==> src/rtl/pcp_pkg.sv <==
`default_nettype none

package pcp_pkg;

	// result kinds, carried on m_tuser
	typedef enum logic [2:0] {
		KIND_DATA       = 3'd0,
		KIND_HEADER     = 3'd1,
		KIND_END        = 3'd2,
		KIND_BAD_SIG    = 3'd3,
		KIND_BAD_LENGTH = 3'd4
	} result_kind_t;

	// chunk type tags, big-endian ascii
	localparam logic [31:0] TAG_IHDR = 32'h4948_4452;
	localparam logic [31:0] TAG_IDAT = 32'h4944_4154;
	localparam logic [31:0] TAG_IEND = 32'h4945_4E44;

	localparam logic [7:0] COLOR_RGB  = 8'd2;
	localparam logic [7:0] COLOR_RGBA = 8'd6;

	// packed widths of the result stream
	localparam int unsigned RES_BITS   = 117;
	localparam int unsigned TDATA_BITS = 120;

	typedef struct packed {
		logic [6:0]  bytes_per_pixel;
		logic [7:0]  interlace_method;
		logic [7:0]  filter_method;
		logic [7:0]  compression_method;
		logic [7:0]  color_code;
		logic [7:0]  sample_depth;
		logic [30:0] image_height;
		logic [30:0] image_width;
		logic [7:0]  data_byte;
	} result_data_t;

	typedef struct packed {
		result_kind_t kind;
		result_data_t data;
	} result_t;

	// eight-byte file signature
	function automatic logic [7:0] sig_byte(input logic [2:0] idx);
		logic [7:0] b;
		case (idx)
			3'd0: b = 8'd137;
			3'd1: b = 8'd80;
			3'd2: b = 8'd78;
			3'd3: b = 8'd71;
			3'd4: b = 8'd13;
			3'd5: b = 8'd10;
			3'd6: b = 8'd26;
			3'd7: b = 8'd10;
			default: b = 8'd0;
		endcase
		return b;
	endfunction

	// bytes per pixel for 8-bit-aligned truecolor formats
	function automatic logic [6:0] calc_bpp(input logic [7:0] depth, input logic [7:0] ctype);
		logic [9:0] x3;
		logic [6:0] r;
		x3 = {2'b00, depth} + {1'b0, depth, 1'b0};
		if (ctype == COLOR_RGB) begin
			r = x3[9:3];
		end else if (ctype == COLOR_RGBA) begin
			r = depth[7:1];
		end else begin
			r = 7'd0;
		end
		return r;
	endfunction

endpackage

`default_nettype wire

==> src/rtl/png_chunk_parser_top.sv <==
`default_nettype none

// PNG chunk stream parser. Takes a PNG file one byte per request on the s_ side
// and produces at most one result per byte on the m_ side: each IDAT body byte as
// a data result, a header result carrying the IHDR fields and bytes per pixel once
// the IHDR chunk's CRC has gone by, an end result on the IEND type, or an error on
// a bad signature or a chunk length with its top bit set. CRCs are skipped, not
// checked. After end or error every byte is taken and dropped until reset.
// One byte is taken every cycle while s_tready is high; the parse state updates at
// the accepting edge and the result lands in an output register backed by a
// one-entry skid buffer, so s_tready only drops when both are full (a stalled
// m_tready for two results).

module png_chunk_parser_top (
	input  wire logic         clk,
	input  wire logic         arst_n,
	input  wire logic         s_tvalid,
	output logic              s_tready,
	input  wire logic [7:0]   s_tdata,   // byte_in
	output logic              m_tvalid,
	input  wire logic         m_tready,
	// data_byte, image_width, image_height, sample_depth, color_code,
	// compression_method, filter_method, interlace_method, bytes_per_pixel, zero pad
	output logic [pcp_pkg::TDATA_BITS-1:0] m_tdata,
	output logic [2:0]        m_tuser    // result_kind
);

	typedef enum logic [2:0] {
		PH_SIG,
		PH_LEN,
		PH_TYPE,
		PH_BODY,
		PH_CRC,
		PH_DONE,
		PH_HALT
	} phase_t;

	// parse state
	phase_t       phase_q, phase_d;
	logic [2:0]   sig_idx_q, sig_idx_d;
	logic [30:0]  pos_q, pos_d;
	logic [30:0]  len_q, len_d;
	logic [31:0]  tag_q, tag_d;
	logic [30:0]  width_q, width_d;
	logic [30:0]  height_q, height_d;
	logic [7:0]   hdr_q [5];
	logic [7:0]   hdr_d [5];

	// result staging
	pcp_pkg::result_t res;
	logic             res_valid;
	pcp_pkg::result_t out_q;
	logic             out_valid_q;
	pcp_pkg::result_t skid_q;
	logic             skid_valid_q;

	logic        accept;
	logic        out_free;
	logic [7:0]  b;
	logic [31:0] pos_inc;
	logic        body_last;

	assign b        = s_tdata;
	assign s_tready = !skid_valid_q;
	assign accept   = s_tvalid && s_tready;
	assign out_free = !out_valid_q || m_tready;

	assign pos_inc   = {1'b0, pos_q} + 32'd1;
	assign body_last = pos_inc >= {1'b0, len_q};

	always_comb begin
		phase_d   = phase_q;
		sig_idx_d = sig_idx_q;
		pos_d     = pos_q;
		len_d     = len_q;
		tag_d     = tag_q;
		width_d   = width_q;
		height_d  = height_q;
		hdr_d     = hdr_q;
		res_valid = 1'b0;
		res       = '0;

		case (phase_q)
			PH_SIG: begin
				if (b != pcp_pkg::sig_byte(sig_idx_q)) begin
					phase_d   = PH_HALT;
					res_valid = 1'b1;
					res.kind  = pcp_pkg::KIND_BAD_SIG;
				end else if (sig_idx_q == 3'd7) begin
					sig_idx_d = 3'd0;
					pos_d     = '0;
					phase_d   = PH_LEN;
				end else begin
					sig_idx_d = sig_idx_q + 3'd1;
				end
			end
			PH_LEN: begin
				if (pos_q == '0 && b[7]) begin
					phase_d   = PH_HALT;
					res_valid = 1'b1;
					res.kind  = pcp_pkg::KIND_BAD_LENGTH;
				end else begin
					len_d = {len_q[22:0], b};
					if (pos_q == 31'd3) begin
						pos_d   = '0;
						phase_d = PH_TYPE;
					end else begin
						pos_d = pos_inc[30:0];
					end
				end
			end
			PH_TYPE: begin
				tag_d = {tag_q[23:0], b};
				if (pos_q == 31'd3) begin
					pos_d = '0;
					if (tag_d == pcp_pkg::TAG_IEND) begin
						phase_d   = PH_DONE;
						res_valid = 1'b1;
						res.kind  = pcp_pkg::KIND_END;
					end else begin
						// a new IHDR starts from cleared fields
						if (tag_d == pcp_pkg::TAG_IHDR) begin
							width_d  = '0;
							height_d = '0;
							for (int i = 0; i < 5; i++) begin
								hdr_d[i] = '0;
							end
						end
						phase_d = (len_q == '0) ? PH_CRC : PH_BODY;
					end
				end else begin
					pos_d = pos_inc[30:0];
				end
			end
			PH_BODY: begin
				if (tag_q == pcp_pkg::TAG_IHDR) begin
					if (pos_q < 31'd4) begin
						width_d = {width_q[22:0], b};
					end else if (pos_q < 31'd8) begin
						height_d = {height_q[22:0], b};
					end else if (pos_q < 31'd13) begin
						case (pos_q[2:0])
							3'd0: hdr_d[0] = b;
							3'd1: hdr_d[1] = b;
							3'd2: hdr_d[2] = b;
							3'd3: hdr_d[3] = b;
							3'd4: hdr_d[4] = b;
							default: hdr_d[0] = hdr_q[0];
						endcase
					end
				end else if (tag_q == pcp_pkg::TAG_IDAT) begin
					res_valid          = 1'b1;
					res.kind           = pcp_pkg::KIND_DATA;
					res.data.data_byte = b;
				end
				if (body_last) begin
					pos_d   = '0;
					phase_d = PH_CRC;
				end else begin
					pos_d = pos_inc[30:0];
				end
			end
			PH_CRC: begin
				if (pos_q == 31'd3) begin
					pos_d   = '0;
					phase_d = PH_LEN;
					if (tag_q == pcp_pkg::TAG_IHDR) begin
						res_valid                   = 1'b1;
						res.kind                    = pcp_pkg::KIND_HEADER;
						res.data.image_width        = width_q;
						res.data.image_height       = height_q;
						res.data.sample_depth       = hdr_q[0];
						res.data.color_code         = hdr_q[1];
						res.data.compression_method = hdr_q[2];
						res.data.filter_method      = hdr_q[3];
						res.data.interlace_method   = hdr_q[4];
						res.data.bytes_per_pixel    = pcp_pkg::calc_bpp(hdr_q[0], hdr_q[1]);
					end
				end else begin
					pos_d = pos_inc[30:0];
				end
			end
			default: begin
				// done or halted: bytes are swallowed
				phase_d = phase_q;
			end
		endcase
	end

	always_ff @(posedge clk or negedge arst_n) begin
		if (!arst_n) begin
			phase_q      <= PH_SIG;
			sig_idx_q    <= '0;
			pos_q        <= '0;
			len_q        <= '0;
			tag_q        <= '0;
			width_q      <= '0;
			height_q     <= '0;
			for (int i = 0; i < 5; i++) begin
				hdr_q[i] <= '0;
			end
			out_q        <= '0;
			out_valid_q  <= 1'b0;
			skid_q       <= '0;
			skid_valid_q <= 1'b0;
		end else begin
			if (accept) begin
				phase_q   <= phase_d;
				sig_idx_q <= sig_idx_d;
				pos_q     <= pos_d;
				len_q     <= len_d;
				tag_q     <= tag_d;
				width_q   <= width_d;
				height_q  <= height_d;
				hdr_q     <= hdr_d;
			end
			// output register drains the skid first; skid only fills on a stall
			if (out_free) begin
				if (skid_valid_q) begin
					out_q        <= skid_q;
					out_valid_q  <= 1'b1;
					skid_valid_q <= 1'b0;
				end else begin
					out_q       <= res;
					out_valid_q <= accept && res_valid;
				end
			end else if (accept && res_valid) begin
				skid_q       <= res;
				skid_valid_q <= 1'b1;
			end
		end
	end

	assign m_tvalid = out_valid_q;
	assign m_tuser  = out_q.kind;
	assign m_tdata  = {{(pcp_pkg::TDATA_BITS - pcp_pkg::RES_BITS){1'b0}}, out_q.data};

endmodule

`default_nettype wire

==> config.mk <==
export PLATFORM = sky130hd
export DESIGN_NAME = png_chunk_parser_top
export DESIGN_NICKNAME = d
export VERILOG_FILES = /design/src/rtl/pcp_pkg.sv /design/src/rtl/png_chunk_parser_top.sv
export SDC_FILE = /design/constraint.sdc
export NUM_CORES = 1
export LEC_CHECK = 0
export ABC_AREA = 1
export BUFFER_PORTS_ARGS = -buffer_cell sky130_fd_sc_hd__buf_2
export CAP_MARGIN = 20
export CELL_PAD_IN_SITES_DETAIL_PLACEMENT = 0
export CELL_PAD_IN_SITES_GLOBAL_PLACEMENT = 1
export CORE_MARGIN = 5
export CORE_UTILIZATION = 46
export CTS_CLUSTER_SIZE = 24
export DETAILED_ROUTE_END_ITERATION = 8
export PLACE_DENSITY_LB_ADDON = 0.1
export SLEW_MARGIN = 25
export SYNTH_ARGS = -nofsm -noshare
export SYNTH_HDL_FRONTEND = slang
export SYNTH_SLANG_ARGS = --single-unit
==> constraint.sdc <==
create_clock -name clk -period 4.14 [get_ports clk]
set_input_delay 1.035 -clock clk [delete_from_list [all_inputs] [get_ports clk]]
set_output_delay 1.035 -clock clk [all_outputs]
set_load 0.1 [all_outputs]
==> impl_results.md <==
- Worst slack, placed: ~0.46 ns
- Std-Cell Rows: 83
- Layout cells sized above 1: 0.0933
- Syn Std Cell Area: approximately 0.024 mm^2
- Core area: a little over 0.05 mm^2
- Area grow syn2layout: 13.0%
- Final hold violation count: 0
- DRC Markers: 0
- Post-cts resize count: 0
- Seq cells post-synth: 444
- Die X-Extent: 236 um
- Worst slew pin tran: between 1 and 1.5 ns
- Lkg Pwr: around 13 nW
- Slowest CP cell: dfrtp_1
- Power Dens Cells: 582 mW/mm^2
- Post-synthesis sequential area ratio: 0.471
- Critical Path Fanout Max: 31
- Post-CTS Setup Bufs: 0
- Worst-path clk slew: around 0.060 ns
- Outcome: completed
- H-tree depth: 2
- Detail Placement HPWL: approximately 46 mm
- Wire per inst: 17.8 um
- Largest net degree at the start of global routing: 229
- Clk sinks: ~440
- Top cells by count, synth: nand2_1, dfrtp_1, o21ai_0, inv_1, nor2_1
- Final worst slack: around 0.39 ns
- Max-Cap Viols: 0
- IO Count: about 140
- Sequential cell area: between 0.01 and 0.015 mm^2
- RSZ-0062 raised after global routing: no
- Area of the multi-input gates: approximately 0.010 mm^2
- RePlAce Congestion: 0.922
- Fin Hold WS: roughly 0.46 ns
- Die area: approximately 0.056 mm^2
- CTS tree: built
- CP required: 4.63 ns
- First-pass GRT wire length: around 110 mm
- Ys flop type: dfrtp_1
- Largest area contributor in the netlist: dfrtp_1
- Total congestion overflow: 0
- Syn Inst Count: 3182
- Skew-Pair Late Insertion Delay: around 0.62 ns
- Setup TNS: 0 ns
- Critical Path AT: around 4.3 ns
- Setup violators final: 0
- Crit-path leading delay family: simple AND/OR/NAND/NOR gates
- Top-count cell post-synth: nand2_1
- Hold Buf Count CTS: 0
- EDFF count, synth: 0
- Filler cell count: roughly 5100
- Drt total wl: 70.4 mm
- Clock skew: about 0.023 ns
- Async S/R FF share, synth: 1.00
- Max-slew violations: 0
- Vias in the first global route: around 20000
- Crit Path Class: reg -> reg
- Initial antenna violation count: 0
- Max Fclk: 0.266 GHz
- Syn Area/Cell: 7.41 um^2
- Max_slew headroom: 0.269
- Vias per cell: between 5 and 6
- Final nets: approximately 3300
- Yosys top cell area share: 0.471
- Num CTS Buffers: 51
- Synth Warn #: 0
- First-pass detailed-route iteration total: 5
- Peak VDD IR: 0.000456 V
- Tot GR Track Use: 0.247
- Final worst-path cycle share: 0.907
- Library cells used by synthesis: 37
- Clock Tree Buf Depth: 3
- Cell mode on critical path: nand2_1
- Root Buffer: clkbuf_16
- Chain of cells forming the critical path: ha_1 -> nand3_1 -> nor2_1 -> inv_1 -> nor2_1 -> nand3_1 -> nor3_1 -> xnor2_1 -> inv_1 -> ha_1 -> inv_1 -> nor3_1 -> nand2_1 -> nand2_1 -> nand2_1 -> nand2_1 -> nand2_1 -> nand2_1 -> nand2_1 -> buf_12 -> nand2_1 -> nand2_1
- Hold Path Class: reg -> reg
- Port bufs: roughly 130
- Bufs and invs on worst path: 4
- Min Tclk post-route: about 3.8 ns
- Max incr delay on CP: between 0.4 and 0.5 ns
- Via count: between 20000 and 25000
- Chip Height: around 240 um
- Ant. Diodes: 0
- Synth area leaders: dfrtp_1, nand2_1, o21ai_0, inv_1, nor2_1
- Initial Util: 0.462
- 1st-iter DRT viols: approximately 1600
- Crit end category: register
- CP Launch Type: register
- Number of nets with antenna violations after routing: 0
## state kept, by name, summed over array words and instances, names as in the netlist
name and flops:
m_tdata 117, len_q 31, hdr_q 40, sig_idx_q 3, width_q 31, tag_q 32, skid_valid_q 1, m_tuser 3
m_tvalid 1, height_q 31, pos_q 31, phase_q 3, skid_q 120
## final timing paths
path	start	end	slack [ns]	cells past startpoint
max	pos_q[0]	pos_q[28]	0.39	22
max in group asynchronous	arst_n	m_tdata[13]	2.68	2
min in group asynchronous	arst_n	m_tdata[100]	0.51	1
min	skid_q[71]	skid_q[71]	0.46	2
max reg2reg	pos_q[0]	pos_q[28]	0.39	22
min reg2reg	skid_q[71]	skid_q[71]	0.46	2
## power by group
group          internal [mW]  switching (mW)
Sequential              4.94           0.430
Clock                   2.95            1.90
Combinational           1.16            4.13
## worst reg2reg max path: cells and delay by family, from the launching register on
family	cells	cell delay, ns
flops	1	0.45
fa+ha+maj	2	0.54
xor+xnor	1	0.19
buf+inv	4	0.44
simple gates	15	2.00
## routing by layer
metal  vias up  part of all wire  global-route usage
met2       598              0.45               0.377
met4         0             0.025              0.0673
met3       103             0.060              0.0383
li1      10373                 -                   -
met5         -                 0                   0
met1     10254              0.47               0.369
## cells in the final DEF (no fill, tap or decap), types with 3 or more instances in the layout
master	synthesis	layout
nand2_1	981	979
buf_4	11	38
o21ai_0	354	354
clkbuf_1	139	12
nand4_1	156	156
inv_1	331	327
clkbuf_16	0	51
bufinv_16	0	7
nor4_1	60	60
nand3_1	163	163
nor3_1	30	30
ha_1	48	48
nor2_4	2	3
conb_1	1	3
a21oi_1	20	20
o21bai_1	5	5
o21ai_1	60	59
nor2_1	275	273
xor2_1	20	20
nand2_2	3	4
nand3b_1	4	4
buf_2	25	132
clkinv_2	0	6
inv_2	3	5
nor2_2	11	12
buf_12	0	15
dfrtp_1	444	444
clkbuf_8	0	13
## area by class of cell
class / count / area share
sequential: 444 / 0.417
timing repair buffer: 186 / 0.0473
inverter: 335 / 0.0475
clock buffer: 76 / 0.0563
multi-input combinational: 2211 / 0.389
tap: 680 / 0.0319
clock inverter: 18 / 0.0116
## per-stage QoR
stage               area, um^2  power [mW]  instances  utilization
floorplan                23600        9.13       3184            -
global placement         24800        10.7       3856        0.486
detailed placement       24800        10.7       3856        0.486
CTS                      26700        15.6       3950        0.522
global route             26700        16.4       3950        0.522
finish                   26700        15.5       3950        0.522
## kinds of logic after synthesis
family,after synthesis,share of synthesized area
AO/OA/AOI/OAI,445,0.0957
adder cells (fa/ha/maj),48,0.0255
XOR/XNOR,22,0.00817
AND/OR/NAND/NOR,1691,0.307
multiplexers,2,0.000955
buffers and inverters,529,0.0920
flip-flops,444,0.471
other,1,0.000159
No activity file was read; power rests on OpenSTA's default activity.
